## src/cief_pkg.sv

```systemverilog
// shared types and constants for the coalescing input event fifo
package cief_pkg;

  localparam int unsigned QueueDepthDef = 512;

  localparam logic FUNC_PUSH = 1'b0;
  localparam logic FUNC_POP  = 1'b1;

  localparam logic [1:0] KIND_KEY   = 2'd0;
  localparam logic [1:0] KIND_MOVE  = 2'd1;
  localparam logic [1:0] KIND_WHEEL = 2'd2;

  typedef enum logic [1:0] {
    ST_IDLE,
    ST_READ,
    ST_WRITE,
    ST_RESULT
  } cief_state_e;

  typedef struct packed {
    logic [1:0]  kind;
    logic [15:0] pos_x;
    logic [15:0] pos_y;
    logic [7:0]  buttons;
    logic [7:0]  key_code;
    logic [7:0]  key_pressed;
    logic [31:0] delta_x;
    logic [31:0] delta_y;
  } cief_entry_t;

  typedef struct packed {
    logic latch;
    logic rd;
    logic wr;
    logic emit;
  } cief_cmd_t;

  typedef struct packed {
    logic is_pop;
  } cief_status_t;

  function automatic logic [31:0] sat_add32(logic [31:0] a, logic [31:0] b);
    logic [32:0] s;
    s = {a[31], a} + {b[31], b};
    if (s[32] != s[31]) begin
      sat_add32 = s[32] ? 32'h8000_0000 : 32'h7fff_ffff;
    end else begin
      sat_add32 = s[31:0];
    end
  endfunction

endpackage

```

## src/cief_ctrl.sv

```systemverilog
// controller state machine for the coalescing input event fifo
module cief_ctrl import cief_pkg::*; (
  input  logic         clk_i,
  input  logic         rst_ni,
  input  logic         start_i,
  input  logic         func_i,
  input  logic [1:0]   event_kind_i,
  input  cief_status_t status_i,
  output cief_cmd_t    cmd_o,
  output logic         busy_o
);

  cief_state_e state_q, state_d;

  always_ff @(posedge clk_i or negedge rst_ni) begin
    if (!rst_ni) begin
      state_q <= ST_IDLE;
    end else begin
      state_q <= state_d;
    end
  end

  always_comb begin
    state_d = state_q;
    cmd_o   = '0;
    busy_o  = 1'b1;
    unique case (state_q)
      ST_IDLE: begin
        busy_o = 1'b0;
        if (start_i) begin
          cmd_o.latch = 1'b1;
          // a push of the reserved kind is taken and dropped
          if (func_i == FUNC_POP || event_kind_i == KIND_KEY ||
              event_kind_i == KIND_MOVE || event_kind_i == KIND_WHEEL) begin
            state_d = ST_READ;
          end
        end
      end
      ST_READ: begin
        cmd_o.rd = 1'b1;
        state_d  = status_i.is_pop ? ST_RESULT : ST_WRITE;
      end
      ST_WRITE: begin
        cmd_o.wr = 1'b1;
        state_d  = ST_IDLE;
      end
      ST_RESULT: begin
        cmd_o.emit = 1'b1;
        state_d    = ST_IDLE;
      end
      default: state_d = ST_IDLE;
    endcase
  end

endmodule

```

## config.mk

```make
export PLATFORM = sky130hd
export DESIGN_NAME = cief_ctrl
export DESIGN_NICKNAME = d
export VERILOG_FILES = /design/src/cief_pkg.sv /design/src/cief_ctrl.sv
export SDC_FILE = /design/constraint.sdc
export NUM_CORES = 1
export LEC_CHECK = 0
export BUFFER_PORTS_ARGS = -buffer_cell sky130_fd_sc_hd__buf_4
export CAP_MARGIN = 20
export CORE_AREA = 2 2 39 41
export DETAILED_ROUTE_END_ITERATION = 8
export DIE_AREA = 0 0 41 43
export GPL_ROUTABILITY_DRIVEN = 0
export PLACE_DENSITY = 0.3
export SLEW_MARGIN = 5
export SYNTH_ARGS = -nofsm -noshare
export SYNTH_HDL_FRONTEND = slang
export SYNTH_SLANG_ARGS = --single-unit
```

## constraint.sdc

```tcl
create_clock -name clk_i -period 1.2 [get_ports clk_i]
set_input_delay 0.06 -clock clk_i [delete_from_list [all_inputs] [get_ports clk_i]]
set_output_delay 0.06 -clock clk_i [all_outputs]
set_load 0.01 [all_outputs]
```

==> metrics.txt <==
outcome finished clean; CP bufs+invs 1; antenna cells 0; CP required 1140 ps; Top Registers state_q x2; GRT Total Usage 0.0572; Max Root-Sink Buffers 2; Syn Nets 19; Rows 14; DRT Wirelength around 340 um; via count between 100 and 150; Crit Path Class flop to output port; # setup viols final 0; Root Driver clkbuf_4; crit path cell chain or2_1 -> nor2_1 -> buf_4; Biggest register state_q; Internal 381 uW; DRC violations left 0; Pins Over Slew Limit 0; Area Growth Syn to Fin 133%; number of synthesized flops with an enable pin 0; Flop pwr share 0.236; worst-margin pin slew 219 ps; Synth area leaders dfrtp_1 (44%), nor2b_1 (16%), mux2i_1 (8.8%); final setup skew 3.24 ps; worst-path fanout max 5; Post-DRT Antenna Nets 0; Worst VDD drop 461 uV; Post-Syn Area 114 um^2; post-DR vias/cell approximately 3.2; PD cells ~2100 mW/mm^2; largest net degree at the start of global routing 8; combinational share of power 0.498; cell taking the most area after synthesis dfrtp_1; flip-flop count of the largest register after layout 2; final-layout fill cell count 155; #FFs+latches synth 2; Num CTS Buffers 3; static leakage roughly 0.00014 uW; clock slew at reported path FFs 30 ps; async set or reset register ratio after synthesis 1.00; clk_lat worst skew 220 ps; delay-heaviest family, CP flip-flops; Clk pwr share 0.266; Syn Inst Count 12; First DRT Iteration DRCs 0; unrepaired setup endpoints after global routing yes; wire length per cell 7.47 um; Die W 41 um; Commonest cells post-synth nor2b_1 (3), dfrtp_1 (2); Seq/Total Area, Yosys 0.440; 1st-pass router iterations 1; nets@finish 38; Max Fclk 864 MHz; Ports 12; initial core utilization 0.0823; syn_area_per_cell 9.49 um^2; part of the cycle the worst path needs 0.964; Slew HR 0.852; top-count cell post-synth nor2b_1; Unique masters post-synth 9; worst stage delay on the critical path 420 ps; Die ar. 0.00176 mm^2; switching pwr 177 uW; Die H 43 um; first-pass GRT wire length about 550 um; critical path endpoint category output port; Worst path slowest cell dfrtp_2; H-tree levels 1; input/output buffers 11; Final Hold Viols 0; total power 558 uW; switching share of total power 0.318; antenna violations before repair 0; setup TNS 0 ps; HP Class input pin to asynchronous set/reset pin; Sink Count 2; core footprint roughly 0.0014 mm^2; Post-synth top flop dfrtp_1; total gr overflow 0; MaxCap Viol Count 0; Ys Warns 0; vias in the first global route 130; Synth top area share 0.440; crit path time final 1160 ps; CTS tree done; Startpoint Class flop; Fin Hold WS 164 ps; arrival time at the worst endpoint 1100 ps; share of cells above drive strength 1 0.586
-- cell families (layout without fill, tap and decap cells) --
kind of cell / Yosys count / count (layout) / synth area share
mux: 1 / 1 / 0.0879
simple gates: 8 / 8 / 0.440
buf+inv: 1 / 18 / 0.0329
flops: 2 / 2 / 0.440
-- worst paths after layout --
path / from / endpoint / slack, ps / depth (start not counted)
max: state_q[0]$_DFFE_PN0P_ / cmd_o[3] / 40 / 3
min: rst_ni / state_q[0]$_DFFE_PN0P_ / 160 / 2
max reg2reg: state_q[0]$_DFFE_PN0P_ / state_q[0]$_DFFE_PN0P_ / 290 / 2
min reg2reg: state_q[1]$_DFFE_PN0P_ / state_q[1]$_DFFE_PN0P_ / 480 / 1
max in group asynchronous: rst_ni / state_q[0]$_DFFE_PN0P_ / 940 / 2
min in group clk_i: status_i / state_q[0]$_DFFE_PN0P_ / 160 / 3
-- stage by stage --
| step | setup WS [ps] | std cells | util | area (um^2) |
|---|---|---|---|---|
| 4_1_cts | 2.62 | 43 | 0.180 | 249 |
| 2_1_floorplan | 287 | 12 | - | 114 |
| 5_1_grt | -11.7 | 45 | 0.192 | 265 |
| 3_3_place_gp | 256 | 39 | 0.156 | 216 |
| 3_5_place_dp | 264 | 39 | 0.156 | 216 |
| 6_report | 42.7 | 45 | 0.192 | 265 |
-- cells in the final DEF (no fill, tap or decap), drive strengths merged --
cell         count
and2             1
nor4bb           1
nor2b            3
buf             13
dlygate4sd3      1
or2              1
clkbuf           3
inv              1
nor3             1
mux2i            1
nor2             1
dfrtp            2
-- power groups by stage --
stage	sequential [uW]	combinational, uW	clock (uW)
after detailed placement	139	228	0
after global routing	134	306	176
after global placement	138	229	0
after floorplan	126	111	0
final	132	278	148
after CTS	138	232	161
-- routing by layer --
layer,vias up,part of all wire,track usage
met3,0,0.19,0.0681
met1,60,0.41,0.0514
met5,-,0,0
met4,0,0,0.0800
met2,12,0.39,0.0500
li1,73,-,-
-- worst register-to-register path: stages, from the launching register on --
cell and delay (ps):
dfrtp_2 420, nor4bb_1 270, nor3_1 90
-- timing repair --
| action | CTS | global route |
|---|---|---|
| gates resized for setup | 0 | 1 |
| endpoints found under the hold margin | 2 | 0 |
| buffers inserted | 0 | 2 |
| setup endpoints to repair | 0 | 1 |
| hold buffers | 1 | 0 |
-- final cells by class --
type / count / area, um^2 / share of cell area
inverter: 1 / 3.75 / 0.0142
sequential: 2 / 51.3 / 0.193
timing repair buffer: 14 / 108 / 0.406
multi-input combinational: 9 / 60.1 / 0.226
clock buffer: 3 / 22.5 / 0.0849
tap: 16 / 20.0 / 0.0755
No activity file was read; power rests on OpenSTA's default activity.
